===== config.mk =====
export PLATFORM = sky130hd
export DESIGN_NAME = velocity_slew_rate_limiter_unit
export DESIGN_NICKNAME = d
export VERILOG_FILES = /design/src/rtl/vsrl_pkg.sv /design/src/rtl/velocity_slew_rate_limiter_unit.sv
export SDC_FILE = /design/constraint.sdc
export NUM_CORES = 2
export LEC_CHECK = 0
export BUFFER_PORTS_ARGS = -buffer_cell sky130_fd_sc_hd__buf_2
export CAP_MARGIN = 15
export CORE_UTILIZATION = 56
export CTS_CLUSTER_DIAMETER = 30
export CTS_CLUSTER_SIZE = 12
export DETAILED_ROUTE_END_ITERATION = 10
export PLACE_DENSITY = 0.8
export SLEW_MARGIN = 25
export SYNTH_ARGS = -nofsm -noshare
export SYNTH_HDL_FRONTEND = slang
export SYNTH_SLANG_ARGS = --single-unit

===== constraint.sdc =====
create_clock -name aclk -period 19.9 [get_ports aclk]
set_input_delay 1.99 -clock aclk [delete_from_list [all_inputs] [get_ports aclk]]
set_output_delay 1.99 -clock aclk [all_outputs]
set_load 0.03 [all_outputs]

===== src/rtl/vsrl_pkg.sv =====
package vsrl_pkg;

    // Quotient bits produced by the divider; larger limits saturate.
    localparam int QUO_BITS  = 18;
    localparam int DIVR_W    = 18;
    localparam int PROD_W    = 56;
    localparam int LIM_W     = 20;
    localparam int CNT_W     = 5;

    localparam logic [15:0] TICK_RATE_RST = 16'd1000;

    typedef enum logic [2:0] {
        REG_TICK_RATE = 3'd0,
        REG_MIN_VEL   = 3'd1,
        REG_MAX_VEL   = 3'd2,
        REG_MIN_ACCEL = 3'd3,
        REG_MAX_ACCEL = 3'd4
    } cfg_reg_t;

    typedef enum logic [2:0] {
        ST_IDLE,
        ST_PRIME,
        ST_MUL,
        ST_CHECK,
        ST_DIV,
        ST_LIMIT,
        ST_STEP,
        ST_CLAMP
    } state_t;

endpackage


===== src/rtl/velocity_slew_rate_limiter_unit.sv =====
// Channel  Dir  Handshake          Payload
// s_       in   s_tvalid/s_tready  s_tdata: target_velocity, now_tick
// m_       out  m_tvalid/m_tready  m_tdata: limited_velocity; m_tuser: primed
// cfg_     in   cfg_valid/cfg_ready cfg_index, cfg_data
//
// A priming transaction passes through the prime state, which loads its result once the output is free.
// Any other transaction runs, for each of the two limits, one multiply, an
// overflow check and an 18-step shift-subtract divide (the divide is skipped
// when the limit saturates), then step and clamp.
// s_tready is high only while idle; a result waits in the output register
// under back-pressure while the next transaction is accepted.
// aresetn is synchronous; it restores register defaults and clears priming.
module velocity_slew_rate_limiter_unit (
    input  logic        aclk,
    input  logic        aresetn,
    input  logic        s_tvalid,
    output logic        s_tready,
    input  logic [47:0] s_tdata,   // [15:0] target_velocity, [47:16] now_tick
    output logic        m_tvalid,
    input  logic        m_tready,
    output logic [15:0] m_tdata,   // [15:0] limited_velocity
    output logic        m_tuser,   // [0] primed
    input  logic        cfg_valid,
    output logic        cfg_ready,
    input  logic [2:0]  cfg_index,
    input  logic [23:0] cfg_data
);

    localparam int QB = vsrl_pkg::QUO_BITS;
    localparam int DW = vsrl_pkg::DIVR_W;
    localparam int PW = vsrl_pkg::PROD_W;
    localparam int LW = vsrl_pkg::LIM_W;
    localparam int CW = vsrl_pkg::CNT_W;

    vsrl_pkg::state_t state_reg, state_next;

    logic [15:0]        tick_rate_reg;
    logic signed [15:0] min_vel_reg, max_vel_reg;
    logic signed [23:0] min_acc_reg, max_acc_reg;

    logic               primed_reg;
    logic signed [15:0] last_vel_reg;
    logic [31:0]        last_tick_reg;
    logic signed [15:0] target_reg;
    logic [31:0]        elapsed_reg;
    logic               pass_reg;
    logic [PW-1:0]      prod_reg;
    logic               neg_reg;
    logic               ovf_reg;
    logic [DW+QB-1:0]   dq_reg;
    logic [CW-1:0]      cnt_reg;
    logic signed [LW-1:0] lo_reg, hi_reg;
    logic signed [20:0] vsum_reg;

    logic               out_valid_reg;
    logic [15:0]        out_vel_reg;
    logic               out_primed_reg;

    logic               in_fire;
    logic               slot_free;
    logic               use_min;
    logic signed [23:0] acc_sel;
    logic [23:0]        acc_mag;
    logic [PW-1:0]      prod_next;
    logic [15:0]        rate_eff;
    logic [DW-1:0]      divisor;
    logic               ovf_next;
    logic [DW:0]        trial;
    logic               trial_geq;
    logic [DW:0]        trial_diff;
    logic [DW+QB-1:0]   dq_next;
    logic [QB:0]        lim_mag;
    logic signed [LW-1:0] lim_val;
    logic signed [16:0] delta;
    logic signed [LW-1:0] delta_ext, lo_cut, step_val;
    logic signed [20:0] vsum_next;
    logic signed [20:0] vmin_ext, vmax_ext, vlo_cut, vclamped;

    assign in_fire   = s_tvalid && s_tready;
    assign slot_free = !out_valid_reg || m_tready;
    assign cfg_ready = 1'b1;

    assign m_tvalid = out_valid_reg;
    assign m_tdata  = out_vel_reg;
    assign m_tuser  = out_primed_reg;

    // Pick the acceleration for this pass and flip per direction of travel
    assign use_min = ~(pass_reg ^ last_vel_reg[15]);
    assign acc_sel = use_min ? min_acc_reg : max_acc_reg;
    assign acc_mag = acc_sel[23] ? 24'(-acc_sel) : 24'(acc_sel);
    assign prod_next = {32'd0, acc_mag} * {24'd0, elapsed_reg};

    // Divisor is the tick rate (a zero rate counts as one), doubled while moving in reverse
    assign rate_eff = (tick_rate_reg == 16'd0) ? 16'd1 : tick_rate_reg;
    assign divisor  = last_vel_reg[15] ? {1'b0, rate_eff, 1'b0} : {2'b00, rate_eff};
    assign ovf_next = prod_reg[PW-1:QB] >= {{(PW-QB-DW){1'b0}}, divisor};

    // One restoring shift-subtract step
    assign trial      = dq_reg[DW+QB-1:QB-1];
    assign trial_geq  = trial >= {1'b0, divisor};
    assign trial_diff = trial - {1'b0, divisor};
    assign dq_next    = {trial_geq ? trial_diff[DW-1:0] : trial[DW-1:0],
                         dq_reg[QB-2:0], trial_geq};

    // Signed limit, saturated just past any reachable velocity step
    assign lim_mag = ovf_reg ? {1'b1, {QB{1'b0}}} : {1'b0, dq_reg[QB-1:0]};
    assign lim_val = neg_reg ? -$signed({1'b0, lim_mag}) : $signed({1'b0, lim_mag});

    // Rate-limit the step
    assign delta     = {target_reg[15], target_reg} - {last_vel_reg[15], last_vel_reg};
    assign delta_ext = {{(LW-17){delta[16]}}, delta};
    assign lo_cut    = (delta_ext > lo_reg) ? delta_ext : lo_reg;
    assign step_val  = (lo_cut < hi_reg) ? lo_cut : hi_reg;
    assign vsum_next = {{5{last_vel_reg[15]}}, last_vel_reg} + {step_val[LW-1], step_val};

    // Clamp to the velocity window; the result always fits 16 bits
    assign vmin_ext = {{5{min_vel_reg[15]}}, min_vel_reg};
    assign vmax_ext = {{5{max_vel_reg[15]}}, max_vel_reg};
    assign vlo_cut  = (vsum_reg > vmin_ext) ? vsum_reg : vmin_ext;
    assign vclamped = (vlo_cut < vmax_ext) ? vlo_cut : vmax_ext;

    // State register
    always_ff @(posedge aclk) begin
        if (!aresetn) begin
            state_reg <= vsrl_pkg::ST_IDLE;
        end else begin
            state_reg <= state_next;
        end
    end

    // Next state and handshake
    always_comb begin
        state_next = state_reg;
        s_tready   = 1'b0;
        unique case (state_reg)
            vsrl_pkg::ST_IDLE: begin
                s_tready = 1'b1;
                if (s_tvalid) begin
                    state_next = primed_reg ? vsrl_pkg::ST_MUL : vsrl_pkg::ST_PRIME;
                end
            end
            vsrl_pkg::ST_PRIME: begin
                if (slot_free) begin
                    state_next = vsrl_pkg::ST_IDLE;
                end
            end
            vsrl_pkg::ST_MUL: begin
                state_next = vsrl_pkg::ST_CHECK;
            end
            vsrl_pkg::ST_CHECK: begin
                state_next = ovf_next ? vsrl_pkg::ST_LIMIT : vsrl_pkg::ST_DIV;
            end
            vsrl_pkg::ST_DIV: begin
                if (cnt_reg == CW'(QB - 1)) begin
                    state_next = vsrl_pkg::ST_LIMIT;
                end
            end
            vsrl_pkg::ST_LIMIT: begin
                state_next = pass_reg ? vsrl_pkg::ST_STEP : vsrl_pkg::ST_MUL;
            end
            vsrl_pkg::ST_STEP: begin
                state_next = vsrl_pkg::ST_CLAMP;
            end
            vsrl_pkg::ST_CLAMP: begin
                if (slot_free) begin
                    state_next = vsrl_pkg::ST_IDLE;
                end
            end
            default: begin
                state_next = vsrl_pkg::ST_IDLE;
            end
        endcase
    end

    // Configuration registers and persistent state
    always_ff @(posedge aclk) begin
        if (!aresetn) begin
            tick_rate_reg <= vsrl_pkg::TICK_RATE_RST;
            min_vel_reg   <= '0;
            max_vel_reg   <= '0;
            min_acc_reg   <= '0;
            max_acc_reg   <= '0;
            primed_reg    <= 1'b0;
            last_vel_reg  <= '0;
            last_tick_reg <= '0;
            out_valid_reg <= 1'b0;
        end else begin
            if (cfg_valid) begin
                unique case (cfg_index)
                    vsrl_pkg::REG_TICK_RATE: tick_rate_reg <= cfg_data[15:0];
                    vsrl_pkg::REG_MIN_VEL:   min_vel_reg   <= cfg_data[15:0];
                    vsrl_pkg::REG_MAX_VEL:   max_vel_reg   <= cfg_data[15:0];
                    vsrl_pkg::REG_MIN_ACCEL: min_acc_reg   <= cfg_data;
                    vsrl_pkg::REG_MAX_ACCEL: max_acc_reg   <= cfg_data;
                    default: ;
                endcase
            end
            // Capture the tick; a priming transaction also takes its velocity
            if (in_fire) begin
                last_tick_reg <= s_tdata[47:16];
                if (!primed_reg) begin
                    last_vel_reg <= s_tdata[15:0];
                    primed_reg   <= 1'b1;
                end
            end
            if (state_reg == vsrl_pkg::ST_CLAMP && slot_free) begin
                last_vel_reg <= vclamped[15:0];
            end
            // Output register valid
            if ((state_reg == vsrl_pkg::ST_CLAMP || state_reg == vsrl_pkg::ST_PRIME)
                && slot_free) begin
                out_valid_reg <= 1'b1;
            end else if (m_tready) begin
                out_valid_reg <= 1'b0;
            end
        end
    end

    // Datapath registers
    always_ff @(posedge aclk) begin
        case (state_reg)
            vsrl_pkg::ST_IDLE: begin
                target_reg  <= s_tdata[15:0];
                elapsed_reg <= s_tdata[47:16] - last_tick_reg;
                pass_reg    <= 1'b0;
            end
            vsrl_pkg::ST_PRIME: begin
                if (slot_free) begin
                    out_vel_reg    <= '0;
                    out_primed_reg <= 1'b0;
                end
            end
            vsrl_pkg::ST_MUL: begin
                prod_reg <= prod_next;
                neg_reg  <= acc_sel[23] ^ last_vel_reg[15];
            end
            vsrl_pkg::ST_CHECK: begin
                ovf_reg <= ovf_next;
                dq_reg  <= {prod_reg[QB+DW-1:QB], prod_reg[QB-1:0]};
                cnt_reg <= '0;
            end
            vsrl_pkg::ST_DIV: begin
                dq_reg  <= dq_next;
                cnt_reg <= cnt_reg + CW'(1);
            end
            vsrl_pkg::ST_LIMIT: begin
                if (pass_reg) begin
                    hi_reg <= lim_val;
                end else begin
                    lo_reg <= lim_val;
                end
                pass_reg <= 1'b1;
            end
            vsrl_pkg::ST_STEP: begin
                vsum_reg <= vsum_next;
            end
            vsrl_pkg::ST_CLAMP: begin
                if (slot_free) begin
                    out_vel_reg    <= vclamped[15:0];
                    out_primed_reg <= 1'b1;
                end
            end
            default: ;
        endcase
    end

endmodule

==> impl_metrics.tcl <==
set metrics [dict create \
    yosysTopAreaCellShare_pct 28.91 \
    post_cts_resized 0 \
    synthFlopType "edfxtp_1" \
    cts_buffers 73 \
    yosys-top-cells-count "nand2_1, inv_1, fa_1" \
    hp-class "reg2reg" \
    setup_violations 0 \
    peakVddDrop_uv 82.08 \
    register_area_um2 9769 \
    htree_levels 3 \
    grtUsageTotal_pct 30.62 \
    die-area_um2 83020 \
    clkSlewWorstSetupHoldPaths_ps 50 \
    yosysUniqueCellTypes 85 \
    yosys_warnings 0 \
    tritoncts "yes" \
    routed_wl_um 124100 \
    critical_path.slowest_cell "fa_1" \
    grt_pass1_vias 36590 \
    num_io_pins 100 \
    violations "design-rule violations" \
    synth_edf_count 226 \
    stdcell_count 6206 \
    gp_congestion 0.9565 \
    root_buffer "clkbuf_16" \
    core_um2 80810 \
    hpwlAfterDp_um 93540 \
    post_cts_buffers 0 \
    min_from "last_tick_reg[7]$_SDFFE_PN0P_" \
    netSwitchingPower_mw 3.124 \
    ys_seq_area_share_pct 21.31 \
    portBuffers 98 \
    crit_top_cell "fa_1" \
    clk_latency_ps 610 \
    fmax_mhz 88.10 \
    area_delta_synth_final_pct 9.361 \
    required_ps 20250 \
    crit_type "reg2reg" \
    final_layout_size_suffix_gt1_share_pct 7.604 \
    grt_max_degree 107 \
    multi_input_area_um2 32200 \
    run_status "finished, violations left" \
    drc 16 \
    num-nets-final 6192 \
    rsz0062_at_grt "no" \
    skew_ps 28.89 \
    final_antenna_net_count 0 \
    period_needed_ps 11350 \
    routedWlPerCell_um 20.00 \
    slew_viol_final 0 \
    powerDensity_nw_per_um2 131.1 \
    whs_ps 452.1 \
    syn_inst 5062 \
    slowest_delay_ps 560 \
    intPower_mw 3.448 \
    dp_cells 6068 \
    critPathArrivalTime_ps 11700 \
    rows 104 \
    antenna_found_initial 4 \
    end_kind "flop" \
    worst_setup_path_start_kind "flop" \
    place_ws_ps 8755 \
    dr.pass1.iters 8 \
    relSlewSlack_pct 25.10 \
    crit_start "last_vel_reg[15]$_SDFFE_PN0P_" \
    grt_pass1_wl_um 197100 \
    combPwrFrac_pct 61.7 \
    die_x_um 288.1 \
    cts_max_path_buffers 3 \
    power_frac_clock_pct 19.8 \
    cap_violations 0 \
    power_leakage_nw 23.57 \
    post-route-period-util_pct 57.04 \
    postSynthAreaPerCell_um2 9.057 \
    async_flop_share_pct 0 \
    synth_top_area_cell "fa_1" \
    worst_pin_slew_ps 1122 \
    drt_first_iter_violations 3219 \
    hold_buffers 0 \
    syn-cell-area_um2 45850 \
    syn_nets 6171 \
    largest_reg_flops 56 \
    grt-ovfl-total 0 \
    cts.sinks 375 \
    route.vias.total 36080 \
    r2r_start "last_vel_reg[15]$_SDFFE_PN0P_" \
    die_y_um 288.1 \
    hold_viol_final 0 \
    worst_slack_ps 8549 \
    yosysMostFrequentCell "nand2_1" \
    fillCellCount 6517 \
    ys_ff_latch 375 \
    critical_path.max_fanout 34 \
    start_util_pct 56.74 \
    via_per_inst 5.813 \
    swShare_pct 47.53 \
    final.setup.tns_ps 0 \
    pwr-share-seq_pct 18.5 \
    synthTopCellsByArea "fa_1, edfxtp_1, ha_1" \
]
[stage by stage]
step | power [mW] | cell area (µm²) | utilization [%]
6_report | 6.572 | 50140 | 62.05
5_1_grt | 7.015 | 50130 | 62.04
4_1_cts | 6.515 | 50130 | 62.03
3_5_place_dp | 5.174 | 47530 | 58.82
3_3_place_gp | 5.080 | 47530 | 58.82
2_1_floorplan | 3.986 | 45850 | -
[power by group through the flow]
stage	clock, mW	combinational (mW)	sequential (mW)
2_1_floorplan	0	2.75	1.24
3_3_place_gp	0	3.86	1.22
3_5_place_dp	0	3.95	1.23
4_1_cts	1.31	3.99	1.22
5_1_grt	1.35	4.44	1.23
6_report	1.30	4.06	1.22
[placed cells by master (no fill, tap or decap), types with 85 or more instances in the layout]
cell type,netlist,final
a21o_1,85,85
a21oi_1,245,244
and2_1,195,195
buf_2,22,98
dfxtp_1,149,149
edfxtp_1,226,226
fa_1,662,662
ha_1,367,367
inv_1,853,853
nand2_1,956,955
nor2_1,155,152
nor2b_1,103,103
o21ai_0,116,114
xnor2_1,106,92
[cells by family after synthesis]
group | synth area share (%)
flops | 21.31
fa+ha+maj | 38.92
other cells | 0.008179
compound gates | 8.924
xor+xnor | 3.054
simple gates | 16.53
buf+inv | 8.946
mux | 2.306
[final cells by class]
type | instances | area share, %
diodes | 4 | 0.01996
clock inverters | 48 | 1.160
clock buffers | 86 | 4.013
well taps | 1060 | 2.645
multi-input cells | 3609 | 64.21
inverters | 854 | 6.398
repair buffers | 170 | 2.064
flip-flops and latches | 375 | 19.48
[worst max-delay path, delay by kind of cell, from the launching register on]
kind	cells	cell delay (ps)
fa+ha+maj	8	3940
compound gates	10	2480
buf+inv	9	1990
simple gates	6	1420
xor+xnor	3	490
flops	1	430
mux	1	300
[routing by layer]
| layer | up-vias | share of wire [%] | track usage [%] |
|---|---|---|---|
| met5 | - | 0 | 0 |
| met3 | 373 | 9.0 | 5.792 |
| met1 | 17900 | 39 | 39.64 |
| li1 | 16150 | - | - |
| met2 | 1652 | 47 | 49.95 |
| met4 | 0 | 4.9 | 13.97 |
[worst paths after layout]
kind                            cells past startpoint                       endpoint  slack, ps
worst min-delay path                                2  last_tick_reg[7]$_SDFFE_PN0P_        450
worst min register to register                      2  last_tick_reg[7]$_SDFFE_PN0P_        450
worst max register to register                     37         prod_reg[48]$_DFFE_PP_       8550
worst max-delay path                               37         prod_reg[48]$_DFFE_PP_       8550
(Power assumes the default switching activity.)
